File: config.mk
export PLATFORM = sky130hd
export DESIGN_NAME = name_component_escape_flat
export DESIGN_NICKNAME = d
export VERILOG_FILES = /design/src/sv/nce_pkg.sv /design/src/sv/nce_in_if.sv /design/src/sv/nce_out_if.sv /design/src/sv/nce_front.sv /design/src/sv/nce_queue.sv /design/src/sv/nce_back.sv /design/src/sv/name_component_escape.sv /design/src/flat_wrapper.sv
export SDC_FILE = /design/constraint.sdc
export NUM_CORES = 1
export LEC_CHECK = 0
export ABC_AREA = 1
export ABC_CLOCK_PERIOD_IN_PS = 4250
export BUFFER_PORTS_ARGS = -buffer_cell sky130_fd_sc_hd__buf_2
export CAP_MARGIN = 10
export CORE_AREA = 2 2 118 143
export DETAILED_ROUTE_END_ITERATION = 6
export DIE_AREA = 0 0 120 145
export GPL_TIMING_DRIVEN = 0
export PLACE_DENSITY_LB_ADDON = 0.2
export REMOVE_ABC_BUFFERS = 1
export SYNTH_ARGS = -nofsm -noshare
export SYNTH_HDL_FRONTEND = slang
export SYNTH_SLANG_ARGS = --single-unit
File: constraint.sdc
create_clock -name clk -period 4.25 [get_ports clk]
set_input_delay 0.85 -clock clk [delete_from_list [all_inputs] [get_ports clk]]
set_output_delay 0.85 -clock clk [all_outputs]
set_load 0.02 [all_outputs]
File: src/sv/nce_pkg.sv
// Shared types, constants and helper functions for the name component escaper.
package nce_pkg;

  localparam int unsigned MAX_DOT_RUN = 65535;
  // The dot counter is 16 bits wide, so it saturates at the smaller of the two limits.
  localparam logic [15:0] DOT_CAP = (MAX_DOT_RUN < 65535) ? 16'(MAX_DOT_RUN) : 16'hFFFF;

  localparam int unsigned DEF_QUEUE_DEPTH = 4;

  localparam logic [7:0] CH_NUL   = 8'h00;
  localparam logic [7:0] CH_PCT   = 8'h25;
  localparam logic [7:0] CH_PLUS  = 8'h2b;
  localparam logic [7:0] CH_MINUS = 8'h2d;
  localparam logic [7:0] CH_DOT   = 8'h2e;
  localparam logic [7:0] CH_0     = 8'h30;
  localparam logic [7:0] CH_9     = 8'h39;
  localparam logic [7:0] CH_UA    = 8'h41;
  localparam logic [7:0] CH_UZ    = 8'h5a;
  localparam logic [7:0] CH_UNDER = 8'h5f;
  localparam logic [7:0] CH_LA    = 8'h61;
  localparam logic [7:0] CH_LZ    = 8'h7a;

  localparam logic [16:0] ALL_DOT_EXTRA = 17'd3;

  typedef enum logic [1:0] {
    ENC_NONE,
    ENC_PASS,
    ENC_ESC
  } enc_t;

  typedef enum logic [1:0] {
    PH_RUN,
    PH_CHAR,
    PH_HI,
    PH_LO
  } phase_t;

  // One classified item: an optional dot run, then a bare marker or an encoded byte.
  typedef struct packed {
    logic [7:0]  byte_val;
    logic [16:0] run_len;
    logic        has_run;
    logic        bare;
    enc_t        enc;
    logic        last;
  } cmd_t;

  function automatic logic passes(input logic [7:0] x);
    passes = (x >= CH_0 && x <= CH_9) || (x >= CH_UA && x <= CH_UZ) ||
             (x >= CH_LA && x <= CH_LZ) || x == CH_PLUS || x == CH_MINUS ||
             x == CH_DOT || x == CH_UNDER;
  endfunction

  function automatic logic [7:0] hex_digit(input logic [3:0] v);
    hex_digit = (v < 4'd10) ? (CH_0 + {4'd0, v}) : (CH_UA + {4'd0, v} - 8'd10);
  endfunction

endpackage

File: src/sv/nce_in_if.sv
// Input channel: one component byte per transfer.
interface nce_in_if;
  logic       valid;
  logic       ready;
  logic [7:0] data_byte;
  logic       present;
  logic       ends_component;

  modport source (output valid, output data_byte, output present, output ends_component,
                  input ready);
  modport sink (input valid, input data_byte, input present, input ends_component,
                output ready);
endinterface

File: src/sv/nce_out_if.sv
// Output channel: one character with a repeat count per transfer.
interface nce_out_if;
  logic        valid;
  logic        ready;
  logic [7:0]  out_char;
  logic [16:0] repeat_count;
  logic        final_res;

  modport source (output valid, output out_char, output repeat_count, output final_res,
                  input ready);
  modport sink (input valid, input out_char, input repeat_count, input final_res,
                output ready);
endinterface

File: src/sv/nce_front.sv
// Front end: accepts input bytes, tracks leading periods and classifies each item.
module nce_front import nce_pkg::*; (
  input  logic     clk,
  input  logic     rst,
  nce_in_if.sink   items,
  input  logic     q_full,
  output logic     push,
  output cmd_t     push_cmd
);

  logic [15:0] dot_run, dot_run_next;
  logic        seen_other, seen_other_next;
  logic        accept;
  logic        produce;
  cmd_t        cmd;

  assign items.ready = !q_full;
  assign accept      = items.valid && items.ready;

  always_comb begin
    dot_run_next    = dot_run;
    seen_other_next = seen_other;
    cmd             = '0;
    cmd.enc         = ENC_NONE;
    cmd.byte_val    = items.data_byte;

    if (items.present) begin
      if (seen_other) begin
        cmd.enc = passes(items.data_byte) ? ENC_PASS : ENC_ESC;
      end else if (items.data_byte == CH_DOT) begin
        if (dot_run < DOT_CAP) begin
          dot_run_next = dot_run + 16'd1;
        end
      end else begin
        cmd.has_run     = (dot_run != 16'd0);
        cmd.run_len     = {1'b0, dot_run};
        cmd.enc         = passes(items.data_byte) ? ENC_PASS : ENC_ESC;
        seen_other_next = 1'b1;
        dot_run_next    = 16'd0;
      end
    end

    if (items.ends_component) begin
      if (!seen_other_next) begin
        // A component of periods only comes out as one longer run.
        cmd.has_run = 1'b1;
        cmd.run_len = {1'b0, dot_run_next} + ALL_DOT_EXTRA;
      end else if (!cmd.has_run && cmd.enc == ENC_NONE) begin
        cmd.bare = 1'b1;
      end
      cmd.last        = 1'b1;
      dot_run_next    = 16'd0;
      seen_other_next = 1'b0;
    end
  end

  assign produce  = cmd.has_run || cmd.bare || (cmd.enc != ENC_NONE);
  assign push     = accept && produce;
  assign push_cmd = cmd;

  always_ff @(posedge clk) begin
    if (rst) begin
      dot_run    <= 16'd0;
      seen_other <= 1'b0;
    end else if (accept) begin
      dot_run    <= dot_run_next;
      seen_other <= seen_other_next;
    end
  end

endmodule

File: src/sv/nce_queue.sv
// Short command queue between the front end and the output sequencer.
module nce_queue import nce_pkg::*; #(
  parameter int unsigned DEPTH = DEF_QUEUE_DEPTH
) (
  input  logic clk,
  input  logic rst,
  input  logic push,
  input  cmd_t push_cmd,
  output logic full,
  input  logic pop,
  output logic head_valid,
  output cmd_t head_cmd
);

  localparam int unsigned AW = (DEPTH > 1) ? $clog2(DEPTH) : 1;
  localparam int unsigned CW = $clog2(DEPTH + 1);

  cmd_t          entries [DEPTH];
  logic [AW-1:0] wr_ptr;
  logic [AW-1:0] rd_ptr;
  logic [CW-1:0] count;
  logic          do_push;
  logic          do_pop;

  assign full       = (count == CW'(DEPTH));
  assign head_valid = (count != '0);
  assign head_cmd   = entries[rd_ptr];
  assign do_push    = push && !full;
  assign do_pop     = pop && head_valid;

  always_ff @(posedge clk) begin
    if (do_push) begin
      entries[wr_ptr] <= push_cmd;
    end
  end

  always_ff @(posedge clk) begin
    if (rst) begin
      wr_ptr <= '0;
      rd_ptr <= '0;
      count  <= '0;
    end else begin
      if (do_push) begin
        wr_ptr <= (wr_ptr == AW'(DEPTH - 1)) ? '0 : wr_ptr + AW'(1);
      end
      if (do_pop) begin
        rd_ptr <= (rd_ptr == AW'(DEPTH - 1)) ? '0 : rd_ptr + AW'(1);
      end
      if (do_push && !do_pop) begin
        count <= count + CW'(1);
      end else if (do_pop && !do_push) begin
        count <= count - CW'(1);
      end
    end
  end

endmodule

File: src/sv/nce_back.sv
// Back end: expands each queued command into output characters, one per cycle while the result channel accepts them.
module nce_back import nce_pkg::*; (
  input  logic     clk,
  input  logic     rst,
  input  logic     head_valid,
  input  cmd_t     head_cmd,
  output logic     pop,
  nce_out_if.source results
);

  phase_t      phase, phase_next, cur;
  logic        mid, mid_next;
  logic        is_last;
  logic        load;
  logic        emit;
  logic [7:0]  res_char;
  logic [16:0] res_count;

  logic        out_valid;
  logic [7:0]  out_char;
  logic [16:0] out_count;
  logic        out_final;

  assign load = !out_valid || results.ready;
  assign emit = load && head_valid;
  // At the start of a command the first step follows from what it carries.
  assign cur  = mid ? phase : (head_cmd.has_run ? PH_RUN : PH_CHAR);

  always_comb begin
    is_last    = 1'b0;
    phase_next = cur;
    unique case (cur)
      PH_RUN: begin
        is_last    = (head_cmd.enc == ENC_NONE) && !head_cmd.bare;
        phase_next = PH_CHAR;
      end
      PH_CHAR: begin
        is_last    = (head_cmd.enc != ENC_ESC);
        phase_next = PH_HI;
      end
      PH_HI: begin
        is_last    = 1'b0;
        phase_next = PH_LO;
      end
      PH_LO: begin
        is_last    = 1'b1;
        phase_next = PH_RUN;
      end
      default: begin
        is_last    = 1'b1;
        phase_next = PH_RUN;
      end
    endcase
    mid_next = !is_last;
  end

  always_comb begin
    res_char  = CH_NUL;
    res_count = 17'd1;
    unique case (cur)
      PH_RUN: begin
        res_char  = CH_DOT;
        res_count = head_cmd.run_len;
      end
      PH_CHAR: begin
        if (head_cmd.bare) begin
          res_char  = CH_NUL;
          res_count = 17'd0;
        end else if (head_cmd.enc == ENC_ESC) begin
          res_char = CH_PCT;
        end else begin
          res_char = head_cmd.byte_val;
        end
      end
      PH_HI:   res_char = hex_digit(head_cmd.byte_val[7:4]);
      PH_LO:   res_char = hex_digit(head_cmd.byte_val[3:0]);
      default: res_char = CH_NUL;
    endcase
  end

  assign pop = emit && is_last;

  always_ff @(posedge clk) begin
    if (rst) begin
      phase     <= PH_RUN;
      mid       <= 1'b0;
      out_valid <= 1'b0;
    end else begin
      if (emit) begin
        phase <= phase_next;
        mid   <= mid_next;
      end
      if (load) begin
        out_valid <= head_valid;
      end
    end
  end

  always_ff @(posedge clk) begin
    if (emit) begin
      out_char  <= res_char;
      out_count <= res_count;
      out_final <= is_last && head_cmd.last;
    end
  end

  assign results.valid        = out_valid;
  assign results.out_char     = out_char;
  assign results.repeat_count = out_count;
  assign results.final_res    = out_final;

endmodule

File: src/sv/name_component_escape.sv
// Top level of the name component escaper: front end, command queue and output sequencer.
//
//   channel   dir   payload                                       transfer when
//   items     in    data_byte[7:0], present, ends_component       valid && ready
//   results   out   out_char[7:0], repeat_count[16:0], final_res  valid && ready
//
// The output side produces one character per cycle while results is not stalled: a passing
// byte gives one result, an escaped byte three, and a held dot run adds one. The output sequencer sets the rate.
// Items that produce no character (a held leading period) are absorbed in the front end.
// The queue holds QUEUE_DEPTH classified items, so input keeps flowing while output stalls until the queue is full.
// Reset is synchronous and clears the dot counter, the queue and the output valid flag.
module name_component_escape import nce_pkg::*; #(
  parameter int unsigned QUEUE_DEPTH = DEF_QUEUE_DEPTH
) (
  input  logic      clk,
  input  logic      rst,
  nce_in_if.sink    items,
  nce_out_if.source results
);

  logic q_full;
  logic push;
  cmd_t push_cmd;
  logic pop;
  logic head_valid;
  cmd_t head_cmd;

  nce_front u_front (
    .clk      (clk),
    .rst      (rst),
    .items    (items),
    .q_full   (q_full),
    .push     (push),
    .push_cmd (push_cmd)
  );

  nce_queue #(
    .DEPTH (QUEUE_DEPTH)
  ) u_queue (
    .clk        (clk),
    .rst        (rst),
    .push       (push),
    .push_cmd   (push_cmd),
    .full       (q_full),
    .pop        (pop),
    .head_valid (head_valid),
    .head_cmd   (head_cmd)
  );

  nce_back u_back (
    .clk        (clk),
    .rst        (rst),
    .head_valid (head_valid),
    .head_cmd   (head_cmd),
    .pop        (pop),
    .results    (results)
  );

endmodule

File: src/flat_wrapper.sv
// flat-port wrapper written by rule: the top's interface ports become plain ports
module name_component_escape_flat import nce_pkg::*;
#(
  parameter int unsigned QUEUE_DEPTH = DEF_QUEUE_DEPTH
)
  (clk, rst, items_valid, items_data_byte, items_present, items_ends_component, items_ready, results_valid, results_out_char, results_repeat_count, results_final_res, results_ready);
  nce_in_if items_i ();
  nce_out_if results_i ();
  input  logic clk;
  input  logic rst;
  input wire logic [$bits(items_i.valid)-1:0] items_valid;
  input wire logic [$bits(items_i.data_byte)-1:0] items_data_byte;
  input wire logic [$bits(items_i.present)-1:0] items_present;
  input wire logic [$bits(items_i.ends_component)-1:0] items_ends_component;
  output wire logic [$bits(items_i.ready)-1:0] items_ready;
  output wire logic [$bits(results_i.valid)-1:0] results_valid;
  output wire logic [$bits(results_i.out_char)-1:0] results_out_char;
  output wire logic [$bits(results_i.repeat_count)-1:0] results_repeat_count;
  output wire logic [$bits(results_i.final_res)-1:0] results_final_res;
  input wire logic [$bits(results_i.ready)-1:0] results_ready;
  assign items_i.valid = items_valid;
  assign items_i.data_byte = items_data_byte;
  assign items_i.present = items_present;
  assign items_i.ends_component = items_ends_component;
  assign items_ready = items_i.ready;
  assign results_valid = results_i.valid;
  assign results_out_char = results_i.out_char;
  assign results_repeat_count = results_i.repeat_count;
  assign results_final_res = results_i.final_res;
  assign results_i.ready = results_ready;
  name_component_escape #(.QUEUE_DEPTH(QUEUE_DEPTH)) u_core (.clk(clk), .rst(rst), .items(items_i), .results(results_i));
endmodule
* After elaboration in Yosys (flattened, before gate mapping) *
Memories as Yosys holds them, arrays and structs flattened. A register that Yosys moved wholly into a read port is not among the register bits.
Index checks and enable logic that the tools add are counted.

cells by class
  add/sub/neg operators = 12
  eq/ne operators = 12
  reduce and logical (&&, ||, !) cells = 37
  $lt $le $gt $ge = 9
  muxes and demuxes = 40

operators with widths
  cell                                                                                  count
  16-bit two-way mux                                                                    5
  17-bit two-way mux                                                                    3
  17-bit case mux with 2 select lines                                                   1
  8-bit two-way mux                                                                     4
  8-bit case mux with 4 select lines                                                    1
  8-bit by 6-bit equality test with 1-bit output (second input constant)                3
  19-bit two-way mux                                                                    1
  18-bit two-way mux                                                                    1
  2-bit two-way mux                                                                     9
  16-bit by 2-bit adder with 17-bit output (second input constant)                      1
  16-bit by 1-bit adder with 16-bit output (second input constant)                      1
  7-bit by 4-bit adder with 8-bit output (first input constant)                         2
  8-bit by 7-bit greater-or-equal comparator with 1-bit output (second input constant)  2
  8-bit by 7-bit <= comparator with 1-bit output (second input constant)                2
  16-bit less-than comparator (second input constant)                                   1
  16-bit nonzero test                                                                   1
  8-bit by 4-bit subtractor with 8-bit output (second input constant)                   2
  6-bit by 4-bit adder with 7-bit output (first input constant)                         2
  1-bit logical AND                                                                     14
  1-bit two-way mux                                                                     11
  2-bit equality test (second input constant)                                           5
  1-bit logical OR                                                                      9
  8-bit by 7-bit equality test with 1-bit output (second input constant)                1
  8-bit by 6-bit greater-or-equal comparator with 1-bit output (second input constant)  1
  15 further kinds                                                                      27

storage, ports and cells
  word-level logic and storage cells = 122
  flip-flop bits (word level) = 54
  bits in writable memories = 120
  input bits = 14
  memories kept = 1

memory list
  name                    words  width  read ports  clocked after Yosys merged registers in  wr ports  RTL line         RTL
  u_core.u_queue.entries  4      30     1           1                                        1         nce_queue.sv:18  cmd_t entries [DEPTH];

* Longest topological paths before layout *
  word-level depth = 25
  depth in mapped cells = 21

* Cells and area by module *
A second synthesis with hierarchy kept.

unflattened totals
  cell total of the unflattened synthesis = 927
  area total of the unflattened synthesis = 8917.3 µm²

by module, submodules not included
  module     instances  area an instance (µm²)  seq. area each (µm²)  cells an instance
  nce_queue  1          5007.3                  3783.6                361
  nce_front  1          2313.5                  340.3                 386
  nce_back   1          1596.5                  860.8                 180

* Least setup slack after synthesis *
OpenSTA, ideal clock, no wires.

  path kind = input port to flip-flop
  start point = input results_ready
  end point = register u_core.u_queue.count[1]
  setup slack = 223 ps
  required time = 4130 ps
  arrival = 3906 ps
  buffers on the path = 0
  stages = 8
  path through = nor2_1 a31oi_1 nand3_1 ha_1 inv_1 fa_1 o21ai_0 a21oi_1

on the way
  longest elaborated chain between the ends = 7
  elaborated cells between the ends (all ways) = 9
  classes of those cells = mux: 1; reduce/logical: 8

ends and longest elaborated chain
  element                                                         RTL line            RTL
  start, declared                                                 flat_wrapper.sv:20  input wire logic [$bits(results_i.ready)-1:0] results_ready;
  1-bit logical OR *                                              nce_back.sv:24      assign load = !out_valid || results.ready;
  1-bit logical AND *                                             nce_back.sv:25      assign emit = load && head_valid;
  net u_core.u_back.emit                                          nce_back.sv:15      logic emit;
  1-bit logical AND *                                             nce_back.sv:81      assign pop = emit && is_last;
  1-bit logical AND *                                             nce_queue.sv:29     assign do_pop = pop && head_valid;
  1-bit zero test                                                 nce_queue.sv:49     if (do_push && !do_pop) begin
  1-bit logical AND                                               nce_queue.sv:49
  3-bit two-way mux / 2-bit nonzero test (equally long branches)  -
  end signal, assigned                                            nce_queue.sv:50     count <= count + CW'(1);
  end signal, assigned                                            nce_queue.sv:52     count <= count - CW'(1);
  end, declared                                                   nce_queue.sv:21     logic [CW-1:0] count;

The timed path passes the listed nets; every way through them passes the cells marked *.
A chain may end at the register's enable or synchronous reset.

==> run metrics <==
x dimension of the die approximately 120 um; Top cell by count, worst path sky130_fd_sc_hd__nand2_1; shortest clock period the worst path allows after layout 3812 ps; total grt overflow 0; post-synthesis cell count 937; arrival time of data at the critical path endpoint 4170 ps; later-pin clock latency in the skew report around 430 ps; cts bufs inserted 17; largest net degree at the start of global routing 59; combinational share of power 0.272; portion of total power attributed to the clock network 0.275; first-pass GRT wire length slightly above 30 mm; number of fill cells in the layout approximately 1400; number of antenna violations at the first check in global routing 0; initial standard-cell utilization of the core 0.5418; post-detailed-route wirelength per cell ~16 um; post-DR vias/cell between 5 and 6; kind of end point of the critical path flop; Critical Path Max Stage Delay between 400 and 500 ps; Rel. slew slack 0.4273; synthesized cell area about 0.0087 mm^2; Rows 51; number of vias in the routed layout about 6600; number of DRC markers after the initial detailed-route iteration roughly 450; ANT cells 0; Fin. Hold Viols 0; Crit path required time between 4000 and 5000 ps; Power Dens Cells 516.0 mW/mm^2; peak clock frequency supported by timing approximately 260 MHz; run status finished clean; hold-fix buffer count after cts 0; DR DRC count 0; CTS Sinks 176; RSZ-0062 raised after global routing no; maximum buffer depth of the clock tree 2; number of setup violations in the final report 0; sequential-to-total area share from yosys stat 0.5744; root buffer selected by CTS sky130_fd_sc_hd__clkbuf_16; final standard cell count with taps included and fillers excluded approximately 1200; final net count around 1000; I/O pins 42; IR Drop Worst-Case VDD roughly 0.24 mV; number of pins with negative max-slew slack in the final report 0; number of I/O port buffers between 40 and 50; number of warnings printed during yosys synthesis 0; placeable core region 0.01602 mm^2; average size of a mapped cell around 9 um^2; post-route clock period utilization 0.8969; static power due to leakage around 0.0038 uW; post-detail-place hpwl between 10 and 15 mm; Final Core Density 0.6057; maximum fanout along the worst path 23; number of distinct library cells after synthesis 42; Max Clock Skew about 9.8 ps; synthesis-to-finish area growth 11.78%; global-route usage over all layers 0.2287; Initial DRT Pass Iterations 4; Hold WC Path Type reg2reg; Switching Power around 1700 uW; ratio of cells with drive above 1 in the final layout 0.1322; die height roughly 150 um; via count of the first global-routing pass ~6300; dominant register cell in the synthesized netlist sky130_fd_sc_hd__edfxtp_1; share of total power in sequential cells 0.453; Pint roughly 3300 uW; floorplan die area between 0.015 and 0.02 mm^2; ordered list of cells on the worst path buf_2 -> inv_2 -> nor2_4 -> nand2_2 -> inv_2 -> nand2_1 -> nand2_1 -> nor2_1 -> nand2_1 -> nand2_1 -> inv_1 -> ha_1 -> inv_1 -> fa_1 -> nor2_1 -> nor2_1 -> nand2_1 -> o21ai_0 -> a21oi_1; total of flip-flops plus latches after synthesis ~180; TritonCTS clock tree built; Worst Tran Pin Value between 800 and 900 ps; crit path kind in2reg; Worst setup SP type input port; slowest library cell on the worst path sky130_fd_sc_hd__fa_1; Worst-path clk slew 60 ps; fraction of power spent switching nets 0.3362; number of maximum-capacitance violations 0; H-tree Lvls 4; Total Routed Length slightly below 20 mm; Async S/R FF share, synth 0; dpl cells between 1000 and 1500; remaining antenna violation count after routing 0; number of synthesized flops with an enable pin 146; Placer Congestion 0.9002
-- power by group through the flow --
| stage | sequential (uW) | combinational (uW) | clock [uW] |
|---|---|---|---|
| after detailed placement | 2300 | 1360 | 0 |
| after floorplan | 2490 | 682 | 0 |
| after global routing | 2290 | 1510 | 1470 |
| after CTS | 2270 | 1370 | 1400 |
| after global placement | 2340 | 1240 | 0 |
| final | 2270 | 1360 | 1380 |
-- synth_stat cells, types with 2 or more instances --
cell	n	area (um^2)
sky130_fd_sc_hd__nand2_1	195	732.0
sky130_fd_sc_hd__edfxtp_1	146	4384
sky130_fd_sc_hd__nor2_1	127	476.7
sky130_fd_sc_hd__inv_1	85	319.1
sky130_fd_sc_hd__o21ai_0	68	340.3
sky130_fd_sc_hd__a21oi_1	65	325.3
sky130_fd_sc_hd__nand3_1	62	310.3
sky130_fd_sc_hd__dfxtp_1	30	600.6
sky130_fd_sc_hd__clkbuf_1	16	60.06
sky130_fd_sc_hd__ha_1	16	200.2
sky130_fd_sc_hd__nand4_1	13	81.33
sky130_fd_sc_hd__inv_2	12	45.04
sky130_fd_sc_hd__o21ai_1	12	60.06
sky130_fd_sc_hd__buf_2	11	55.05
sky130_fd_sc_hd__nand2_2	9	56.30
sky130_fd_sc_hd__nor3_1	7	35.03
sky130_fd_sc_hd__o22ai_1	7	43.79
sky130_fd_sc_hd__nor2_4	6	67.56
sky130_fd_sc_hd__a32o_1	4	40.04
sky130_fd_sc_hd__buf_1	4	15.01
sky130_fd_sc_hd__nand3_2	4	40.04
sky130_fd_sc_hd__nand4_2	4	50.05
sky130_fd_sc_hd__nor2_2	4	25.02
sky130_fd_sc_hd__nand3_4	3	52.55
sky130_fd_sc_hd__nor4_1	3	18.77
sky130_fd_sc_hd__o211ai_1	3	22.52
sky130_fd_sc_hd__a32oi_1	2	17.52
sky130_fd_sc_hd__buf_4	2	15.01
sky130_fd_sc_hd__buf_6	2	22.52
sky130_fd_sc_hd__o2111ai_1	2	17.52
sky130_fd_sc_hd__o21bai_1	2	15.01
-- per-stage QoR --
| stage | total power [uW] | area (um^2) | TNS [ps] | worst slack, ps | hold WS, ps |
|---|---|---|---|---|---|
| after floorplan | 3168 | 8511 | 0 | 91.12 | 439.0 |
| final | 5005 | 9701 | 0 | 438.1 | 467.8 |
| after global routing | 5276 | 9701 | 0 | 129.9 | 509.2 |
| after detailed placement | 3661 | 9166 | -295.4 | -226.8 | 463.0 |
| after CTS | 5034 | 9689 | 0 | 196.6 | 468.1 |
| after global placement | 3577 | 8981 | -204870 | -1568 | 454.6 |
-- worst paths after layout --
| check | end | slack, ps | cells after the start | startpoint |
|---|---|---|---|---|
| worst max-delay path | u_core.u_queue.count[2]$_SDFFE_PP0P_ | 440 | 19 | items_present |
| worst min-delay path | flop | 470 | 2 | u_core.u_queue.rd_ptr[1]$_SDFFE_PP0P_ |
| worst max register to register | u_core.u_queue.count[2]$_SDFFE_PP0P_ | 500 | 17 | flop |
| worst min register to register | flop | 470 | 2 | u_core.u_queue.rd_ptr[1]$_SDFFE_PP0P_ |
-- critical path: cells and delay by family --
kind,cells,cell delay (ps)
buffers and inverters,5,800
AOI/OAI and AO/OA,2,210
adders and majority gates,2,600
and+or+nand+nor,10,1710
-- cell families after synthesis --
family          share of synthesized area
flops                              0.5744
buf+inv                           0.06127
compound gates                     0.1064
simple gates                       0.2307
fa+ha+maj                         0.02537
xor+xnor                         0.001875
-- placed cells by master, fill, tap and decap left out, types with 3 or more instances in the layout --
cell type / netlist / layout
sky130_fd_sc_hd__nand4_1: 13 / 13
sky130_fd_sc_hd__edfxtp_1: 146 / 146
sky130_fd_sc_hd__nand2_1: 195 / 195
sky130_fd_sc_hd__inv_1: 85 / 85
sky130_fd_sc_hd__o21ai_1: 12 / 12
sky130_fd_sc_hd__clkinv_1: 0 / 5
sky130_fd_sc_hd__nor2_4: 6 / 10
sky130_fd_sc_hd__nand2_2: 9 / 9
sky130_fd_sc_hd__a32o_1: 4 / 4
sky130_fd_sc_hd__nor3_1: 7 / 7
sky130_fd_sc_hd__nor2_2: 4 / 5
sky130_fd_sc_hd__inv_2: 12 / 10
sky130_fd_sc_hd__nand3_2: 4 / 4
sky130_fd_sc_hd__ha_1: 16 / 16
sky130_fd_sc_hd__nor4_1: 3 / 3
sky130_fd_sc_hd__dfxtp_1: 30 / 28
sky130_fd_sc_hd__o211ai_1: 3 / 3
sky130_fd_sc_hd__nand3_1: 62 / 62
sky130_fd_sc_hd__nor2_1: 127 / 123
sky130_fd_sc_hd__buf_2: 11 / 41
sky130_fd_sc_hd__a21oi_1: 65 / 65
sky130_fd_sc_hd__buf_12: 0 / 5
sky130_fd_sc_hd__o21ai_0: 68 / 68
sky130_fd_sc_hd__o22ai_1: 7 / 7
sky130_fd_sc_hd__clkbuf_16: 0 / 17
sky130_fd_sc_hd__nand3_4: 3 / 3
sky130_fd_sc_hd__clkinv_4: 0 / 4
sky130_fd_sc_hd__nand4_2: 4 / 4
-- cell type report --
type | instances | area (um^2) | area share
multi-input combinational | 630 | 3213 | 0.3312
tap | 212 | 265.3 | 0.02734
clock inverter | 15 | 96.34 | 0.009932
timing repair buffer | 48 | 344.1 | 0.03547
inverter | 97 | 369.1 | 0.03805
sequential | 176 | 4987 | 0.5141
clock buffer | 17 | 425.4 | 0.04385
-- registers in the layout, summed over array words and instances, names as in the netlist, named ones only --
register / flops
u_core.u_queue.count: 3
u_core.u_back.results.valid: 1
u_core.u_back.results.repeat_count: 17
u_core.u_back.results.final_res: 1
u_core.u_queue.entries: 120
u_core.u_queue.wr_ptr: 2
u_core.u_front.dot_run: 16
u_core.u_back.mid: 1
u_core.u_back.phase: 2
u_core.u_queue.rd_ptr: 2
u_core.u_front.seen_other: 1
u_core.u_back.results.out_char: 8
-- layer usage --
| layer | wire length, um | vias to the layer above | share of wire | global-route usage |
|---|---|---|---|---|
| li1 | - | 3255 | - | - |
| met1 | 8310 | 3091 | 0.43 | 0.2888 |
| met2 | 9800 | 177 | 0.51 | 0.3952 |
| met3 | 856 | 30 | 0.044 | 0.04206 |
| met4 | 331 | 0 | 0.017 | 0.07353 |
| met5 | 0 | - | 0 | 0 |
-- timing repair --
item	4_1_cts	5_1_grt
resized for setup	1	4
setup endpoints to repair	1	1
pin swaps	0	1
buffers inserted	0	0
cloned	0	1
Note: power is estimated with default switching activity, not from simulation.
